### src/flpw_pkg.sv
package flpw_pkg;

  localparam int unsigned VA_W      = 48;
  localparam int unsigned ENTRY_W   = 64;
  localparam int unsigned HOST_W    = 64;
  localparam int unsigned PA_W      = 52;
  localparam int unsigned LEVEL_W   = 2;
  localparam int unsigned IDX_W     = 9;
  localparam int unsigned CFG_IDX_W = 8;
  localparam int unsigned CFG_W     = 64;

  // guest physical memory above the hole lands 2 GiB lower in host space
  localparam logic [PA_W-1:0] HOLE_SIZE = PA_W'(64'h0000_0000_8000_0000);

  localparam logic [CFG_IDX_W-1:0] REG_TABLE_ROOT = CFG_IDX_W'(0);
  localparam logic [CFG_IDX_W-1:0] REG_HOST_BASE  = CFG_IDX_W'(1);

  localparam logic [LEVEL_W-1:0] LVL_TOP     = LEVEL_W'(0);
  localparam logic [LEVEL_W-1:0] LVL_LARGE   = LEVEL_W'(2);
  localparam logic [LEVEL_W-1:0] LVL_LEAF    = LEVEL_W'(3);

  localparam int unsigned PRESENT_BIT   = 0;
  localparam int unsigned PAGE_SIZE_BIT = 7;

  typedef enum logic {
    FUNC_TRANSLATE = 1'b0,
    FUNC_ENTRY     = 1'b1
  } func_t;

  typedef enum logic [1:0] {
    KIND_READ        = 2'd0,
    KIND_DONE        = 2'd1,
    KIND_NOT_PRESENT = 2'd2,
    KIND_HOLE        = 2'd3
  } kind_t;

  typedef struct packed {
    func_t              func;
    logic [VA_W-1:0]    virt_addr;
    logic [ENTRY_W-1:0] entry_data;
  } in_item_t;

  typedef struct packed {
    kind_t              kind;
    logic [HOST_W-1:0]  host_address;
    logic [PA_W-1:0]    phys_addr;
    logic [LEVEL_W-1:0] walk_level;
  } out_item_t;

endpackage

### src/four_level_page_walker.sv
// four-level page table walker, 4 KiB pages and 2 MiB large pages
//
// in channel: one transfer per item. func translate latches a 48-bit virtual
// address and starts a walk; func entry hands back the page table entry that
// the last read request asked for. A request while a walk is running and an
// entry while idle are dropped and give no result.
// out channel: at most one result per item: an entry read request with its
// host address, a finished translation, a not present fault or a hole fault.
// cfg channel: writes table_root (index 0) and host_base (index 1); other
// indexes are ignored. cfg_ready is always high; write only while idle.
// a result is registered in the output register, or in the skid register when
// the receiver stalls. throughput: one item per cycle while in_stall is low, set
// by the output register fed straight from the entry decode and the 64-bit add.
// when the receiver stalls, a second result is caught in a skid register and
// in_stall rises only while that skid register is full.
// reset: walker idle, level and held address zero, both config registers
// zero, no result pending.
module four_level_page_walker (
  input  logic                      clk,
  input  logic                      rst_n,
  input  logic                      in_valid,
  output logic                      in_stall,
  input  flpw_pkg::in_item_t        in_data,
  output logic                      out_valid,
  input  logic                      out_stall,
  output flpw_pkg::out_item_t       out_data,
  input  logic                      cfg_valid,
  output logic                      cfg_ready,
  input  logic [flpw_pkg::CFG_IDX_W-1:0] cfg_index,
  input  logic [flpw_pkg::CFG_W-1:0]     cfg_data
);
  import flpw_pkg::*;

  // config registers
  logic [CFG_W-1:0]   table_root_r;
  logic [CFG_W-1:0]   host_base_r;

  // walk state
  logic               busy_r,  busy_nxt;
  logic [LEVEL_W-1:0] level_r, level_nxt;
  logic [VA_W-1:0]    held_r,  held_nxt;

  // output register and skid register
  logic               out_valid_r,  out_valid_nxt;
  out_item_t          out_data_r,   out_data_nxt;
  logic               skid_valid_r, skid_valid_nxt;
  out_item_t          skid_data_r,  skid_data_nxt;

  logic               accept;
  logic               drain;
  logic               res_valid;
  out_item_t          res;

  // entry read issue path
  logic               is_translate;
  logic [LEVEL_W-1:0] issue_lvl;
  logic [ENTRY_W-1:0] issue_table;
  logic [VA_W-1:0]    issue_va;
  logic [IDX_W-1:0]   issue_idx;
  logic [PA_W-1:0]    entry_addr;
  logic [PA_W-1:0]    mapped_addr;
  logic               addr_low;
  logic               addr_high;
  out_item_t          issue_res;

  assign cfg_ready = 1'b1;
  assign in_stall  = skid_valid_r;
  assign accept    = in_valid && !skid_valid_r;
  assign drain     = out_valid_r && !out_stall;
  assign out_valid = out_valid_r;
  assign out_data  = out_data_r;

  // entry address for the next read: table frame plus eight times the index
  always_comb begin
    is_translate = (in_data.func == FUNC_TRANSLATE);
    issue_lvl    = is_translate ? LVL_TOP : level_r + LEVEL_W'(1);
    issue_table  = is_translate ? table_root_r : in_data.entry_data;
    issue_va     = is_translate ? in_data.virt_addr : held_r;
    case (issue_lvl)
      2'd0:    issue_idx = issue_va[47:39];
      2'd1:    issue_idx = issue_va[38:30];
      2'd2:    issue_idx = issue_va[29:21];
      2'd3:    issue_idx = issue_va[20:12];
      default: issue_idx = issue_va[47:39];
    endcase
    // frame and index do not overlap, so no carry
    entry_addr  = {issue_table[51:12], issue_idx, 3'b000};
    // below 2 GiB maps straight, at 4 GiB and up sits 2 GiB lower
    addr_low    = (entry_addr[PA_W-1:31] == '0);
    addr_high   = |entry_addr[PA_W-1:32];
    mapped_addr = addr_high ? entry_addr - HOLE_SIZE : entry_addr;

    issue_res                  = '0;
    issue_res.walk_level       = issue_lvl;
    if (addr_low || addr_high) begin
      issue_res.kind         = KIND_READ;
      issue_res.host_address = host_base_r + {{(HOST_W-PA_W){1'b0}}, mapped_addr};
    end else begin
      issue_res.kind         = KIND_HOLE;
    end
  end

  // walk step
  always_comb begin
    busy_nxt  = busy_r;
    level_nxt = level_r;
    held_nxt  = held_r;
    res_valid = 1'b0;
    res       = '0;
    if (accept) begin
      if (is_translate) begin
        if (!busy_r) begin
          held_nxt  = in_data.virt_addr;
          level_nxt = LVL_TOP;
          res_valid = 1'b1;
          res       = issue_res;
          busy_nxt  = (issue_res.kind == KIND_READ);
        end
      end else if (busy_r) begin
        res_valid = 1'b1;
        if (!in_data.entry_data[PRESENT_BIT]) begin
          res.kind       = KIND_NOT_PRESENT;
          res.walk_level = level_r;
          busy_nxt       = 1'b0;
        end else if (level_r == LVL_LARGE && in_data.entry_data[PAGE_SIZE_BIT]) begin
          // 2 MiB page
          res.kind       = KIND_DONE;
          res.walk_level = LVL_LARGE;
          res.phys_addr  = {in_data.entry_data[51:21], held_r[20:0]};
          busy_nxt       = 1'b0;
        end else if (level_r == LVL_LEAF) begin
          // 4 KiB page
          res.kind       = KIND_DONE;
          res.walk_level = LVL_LEAF;
          res.phys_addr  = {in_data.entry_data[51:12], held_r[11:0]};
          busy_nxt       = 1'b0;
        end else begin
          res = issue_res;
          if (issue_res.kind == KIND_READ) begin
            level_nxt = issue_lvl;
          end else begin
            busy_nxt = 1'b0;
          end
        end
      end
    end
  end

  // output register with skid: a result arriving behind a stalled one waits
  always_comb begin
    out_valid_nxt  = out_valid_r;
    out_data_nxt   = out_data_r;
    skid_valid_nxt = skid_valid_r;
    skid_data_nxt  = skid_data_r;
    if (skid_valid_r) begin
      if (drain) begin
        out_data_nxt   = skid_data_r;
        skid_valid_nxt = 1'b0;
      end
    end else if (res_valid) begin
      if (!out_valid_r || drain) begin
        out_valid_nxt = 1'b1;
        out_data_nxt  = res;
      end else begin
        skid_valid_nxt = 1'b1;
        skid_data_nxt  = res;
      end
    end else if (drain) begin
      out_valid_nxt = 1'b0;
    end
  end

  always_ff @(posedge clk) begin
    if (!rst_n) begin
      table_root_r <= '0;
      host_base_r  <= '0;
      busy_r       <= 1'b0;
      level_r      <= '0;
      held_r       <= '0;
      out_valid_r  <= 1'b0;
      skid_valid_r <= 1'b0;
    end else begin
      if (cfg_valid && cfg_ready) begin
        case (cfg_index)
          REG_TABLE_ROOT: table_root_r <= cfg_data;
          REG_HOST_BASE:  host_base_r  <= cfg_data;
          default: ;
        endcase
      end
      busy_r       <= busy_nxt;
      level_r      <= level_nxt;
      held_r       <= held_nxt;
      out_valid_r  <= out_valid_nxt;
      skid_valid_r <= skid_valid_nxt;
    end
  end

  // payload registers
  always_ff @(posedge clk) begin
    out_data_r  <= out_data_nxt;
    skid_data_r <= skid_data_nxt;
  end

endmodule
### config.mk
export PLATFORM = sky130hd
export DESIGN_NAME = four_level_page_walker
export DESIGN_NICKNAME = d
export VERILOG_FILES = /design/src/flpw_pkg.sv /design/src/four_level_page_walker.sv
export SDC_FILE = /design/constraint.sdc
export NUM_CORES = 1
export LEC_CHECK = 0
export ABC_AREA = 1
export BUFFER_PORTS_ARGS = -buffer_cell sky130_fd_sc_hd__buf_2
export CAP_MARGIN = 30
export CORE_MARGIN = 4
export CORE_UTILIZATION = 55
export DETAILED_ROUTE_END_ITERATION = 16
export PLACE_DENSITY = 0.89
export SETUP_SLACK_MARGIN = 0.1
export SLEW_MARGIN = 20
export SYNTH_ARGS = -nofsm -noshare
export SYNTH_HDL_FRONTEND = slang
export SYNTH_SLANG_ARGS = --single-unit
### constraint.sdc
create_clock -name clk -period 10.7 [get_ports clk]
set_input_delay 1.605 -clock clk [delete_from_list [all_inputs] [get_ports clk]]
set_output_delay 1.605 -clock clk [all_outputs]
set_load 0.01 [all_outputs]
==> results.yml <==
status:
  outcome: "completed"
logic_synthesis:
  synth_edf_count: 240
  netlist.top_cell.by_area: "sky130_fd_sc_hd__edfxtp_1"
  syn-num-nets: 3012
  postSynthRegisterBits: 397
  synth_async_sr_flop_share: 0
  yosys.cell_count.top_type: "sky130_fd_sc_hd__nand2_1"
  ys_warn_count: 0
  post_synthesis_cell_count: 2765
  synthTopCellsByArea: "sky130_fd_sc_hd__edfxtp_1 34%, sky130_fd_sc_hd__dfxtp_1 15%, sky130_fd_sc_hd__nand2_1 14%"
  dominantRegCellSynth: "sky130_fd_sc_hd__edfxtp_1"
  yosysUniqueCellTypes: 44
  synthesis.area_per_instance_um2: 7.73
  netlist_area_um2: 21400
  synthTopCellsByCount: "789 x sky130_fd_sc_hd__nand2_1, 428 x sky130_fd_sc_hd__inv_1, 240 x sky130_fd_sc_hd__edfxtp_1, 238 x sky130_fd_sc_hd__nor2_1, 167 x sky130_fd_sc_hd__o21ai_0"
  seq_area_frac_synth: 0.484
  area_share_of_the_largest_cell_type_after_synthesis: 0.337
grt:
  grt_start_max_net_pins: 103
  grt_overflow: 0
  grt_first_pass_wirelength_um: 97100
  grt_pass1_vias: 18200
  grt_antenna_before_repair: 6
  grt_use_total: 0.293
sta:
  hold_viol: 0
  fin_skew_ps: 32.7
  relative_slew_slack: 0.363
  grt_setup_unrepaired: "no"
  fmax_mhz: 165
  totalNegativeSetupSlack_ps: 0
  final.hold.worst_slack_ps: 458
  max_slew.worst_pin.slew_ps: 954
  min_period_ps: 6060
  setup_violations: 0
  slew_violations: 0
  final.period_utilization: 0.567
floorplan:
  placeableCoreArea_um2: 38000
  die_height_um: 205
  starting_density: 0.562
  die-area_um2: 42100
  ioPinCount: 313
  die_x_um: 205
  num_rows: 71
cts:
  post_cts_hold_buffer_count: 0
  clock_sinks: 397
  clock-root-buffer: "sky130_fd_sc_hd__clkbuf_16"
  ctsResizeCount: 0
  cts_tree: "yes"
  cts_buffers: 40
  cts_setup_buffers: 0
  clock_path_buffers: 3
  clock_insertion_delay_at_the_later_pin_of_the_skew_report_ps: 590
  htreeDepth: 2
  clk_pin_slew_ps: 60
setup_path:
  timing.critical_path.slowest_cell_delay_ps: 670
  critical_path_required_ps: 11010
  critical_path_buf_inv_count: 6
  critical_path.top_delay_family: "simple AND/OR/NAND/NOR gates"
  timing.critical_path.to_type: "flop"
  critical_path.max_fanout: 70
  timing.critical_path.mode_cell: "sky130_fd_sc_hd__nand2_1"
  criticalPathCategory: "input port to flop"
  r2r_start: "level_r[0]$_SDFFE_PN0P_"
  worstPathArrival_ps: 6380
  critPathLaunch: "in_data[112]"
  crit_path_top_delay_cell: "sky130_fd_sc_hd__buf_2"
  critical_path.startpoint_type: "input port"
  timing.reg2reg.setup_slack_ps: 5770
routing:
  drtIter0Drc: 1884
  finalWirelength_um: 63500
  wl_per_cell_um: 17.9
  post_detailed_route_count_of_antenna_violating_nets: 0
  vias_per_cell: 5.37
  route.vias.total: 19100
  firstDrtPassIters: 6
  drc: 0
final_layout:
  drive_above_1_share: 0.137
  postLayoutCellArea_um2: 24500
  layout-area-overhead-vs-synth_pct: 14.6
  layout.cells.non_filler: 3554
  fin_nets: 3252
place:
  io_buffer_count: 289
  detailed_place.area_um2: 23100
  globalplace.congestion: 0.946
  dp.cells: 3473
  dp_hpwl_um: 47800
pwr:
  p_leak_nw: 11.9
  total_power_mw: 3.45
  share_comb_of_total_power: 0.099
  portion_of_total_power_attributed_to_the_clock_network: 0.414
  cell_internal_pwr_mw: 2.59
  netSwitchingFraction: 0.249
  power.density_cell_area_nw_per_um2: 141
  peakVddDrop_mv: 0.133
  p_sw_mw: 0.861
  p_seq_frac: 0.487
worst_hold_path:
  worst_hold_path_type: "flop to flop"
  worstHoldStart: "held_r[2]$_SDFFE_PN0P_"
flow_run:
  drv_cap: 0
==> registers in the layout, indices dropped and copies added, names as in the netlist <==
signal        flops
out_data        120
skid_data_r     120
host_base_r      64
held_r           48
table_root_r     40
level_r           2
busy_r            1
in_stall          1
out_valid         1
==> placed cells by master, fill, tap and decap left out, types with 8 or more instances in the layout <==
cell type and count:
sky130_fd_sc_hd__a31oi_1 9, sky130_fd_sc_hd__o21ai_1 30, sky130_fd_sc_hd__dfxtp_1 156, sky130_fd_sc_hd__nand2_2 16
sky130_fd_sc_hd__xor2_1 17, sky130_fd_sc_hd__o21ai_0 167, sky130_fd_sc_hd__xnor2_1 32, sky130_fd_sc_hd__nor2_1 237
sky130_fd_sc_hd__buf_2 289, sky130_fd_sc_hd__a21o_1 37, sky130_fd_sc_hd__nor3_1 57, sky130_fd_sc_hd__inv_1 427
sky130_fd_sc_hd__buf_4 13, sky130_fd_sc_hd__ha_1 56, sky130_fd_sc_hd__a211oi_1 41, sky130_fd_sc_hd__edfxtp_1 240
sky130_fd_sc_hd__a21oi_1 165, sky130_fd_sc_hd__nand3_1 101, sky130_fd_sc_hd__clkbuf_1 9, sky130_fd_sc_hd__clkbuf_16 41
sky130_fd_sc_hd__nand4_1 24, sky130_fd_sc_hd__clkbuf_8 8, sky130_fd_sc_hd__o21ai_2 12, sky130_fd_sc_hd__nand2_1 788
==> power groups by stage <==
stage / clock network (mW) / registers (mW) / logic (mW)
floorplan: 0 / 1.73 / 0.191
global placement: 0 / 1.71 / 0.329
detailed placement: 0 / 1.72 / 0.336
CTS: 1.45 / 1.68 / 0.340
global route: 1.51 / 1.69 / 0.377
finish: 1.43 / 1.68 / 0.343
==> per-layer routing <==
metal,vias up,GRT usage,routed length (µm)
met2,855,0.504,30500
li1,9388,-,-
met5,-,0,19
met1,8733,0.384,26100
met4,2,0.0919,1910
met3,111,0.0431,4920
==> worst register-to-register path, cell delays in order, from the launching register on <==
cell	delay (ps)
sky130_fd_sc_hd__dfxtp_1	650
sky130_fd_sc_hd__inv_1	470
sky130_fd_sc_hd__ha_1	450
sky130_fd_sc_hd__nor2_1	70
sky130_fd_sc_hd__inv_1	350
sky130_fd_sc_hd__a21oi_1	80
sky130_fd_sc_hd__o21ai_0	130
sky130_fd_sc_hd__nand3_1	190
sky130_fd_sc_hd__ha_1	290
sky130_fd_sc_hd__fa_1	470
sky130_fd_sc_hd__nand3_1	110
sky130_fd_sc_hd__nand3_1	160
sky130_fd_sc_hd__nand2_1	110
sky130_fd_sc_hd__nand2_1	130
sky130_fd_sc_hd__nand2_1	140
sky130_fd_sc_hd__nand3_1	200
sky130_fd_sc_hd__xnor2_1	480
sky130_fd_sc_hd__nor2_1	140
==> through the flow <==
stage,util,worst slack (ps)
5_1_grt,0.644,4170
3_3_place_gp,0.607,4210
2_1_floorplan,-,2180
6_report,0.644,4640
4_1_cts,0.643,4720
3_5_place_dp,0.608,4140
==> area by class of cell <==
class,instances,area (µm²)
Inverter,431,1620
Clock buffer,58,1170
Antenna cell,6,15.0
Fill cell,3292,13500
Clock inverter,16,188
Multi-Input combinational cell,1831,8930
Timing Repair Buffer,304,1590
Tap cell,511,639
Sequential cell,397,10400
==> final timing paths <==
kind                                                   to  cells after the start
worst max-delay path              out_data[105]$_DFFE_PP_                     26
worst min-delay path               held_r[2]$_SDFFE_PN0P_                      2
worst min register to register     held_r[2]$_SDFFE_PN0P_                      2
worst max register to register  skid_data_r[79]$_DFFE_PP_                     17
==> cell families (layout without fill, tap and decap cells) <==
family                     Yosys count  in the layout  share of synthesized area
and+or+nand+nor                   1251           1251                      0.239
buffers and inverters              537            809                     0.0987
AOI/OAI and AO/OA                  473            473                      0.124
DFF                                397            397                      0.484
adders and majority gates           57             57                     0.0337
xor gates and xnor gates            49             49                     0.0201
other                                1              7                   0.000175
(Power assumes the default switching activity.)
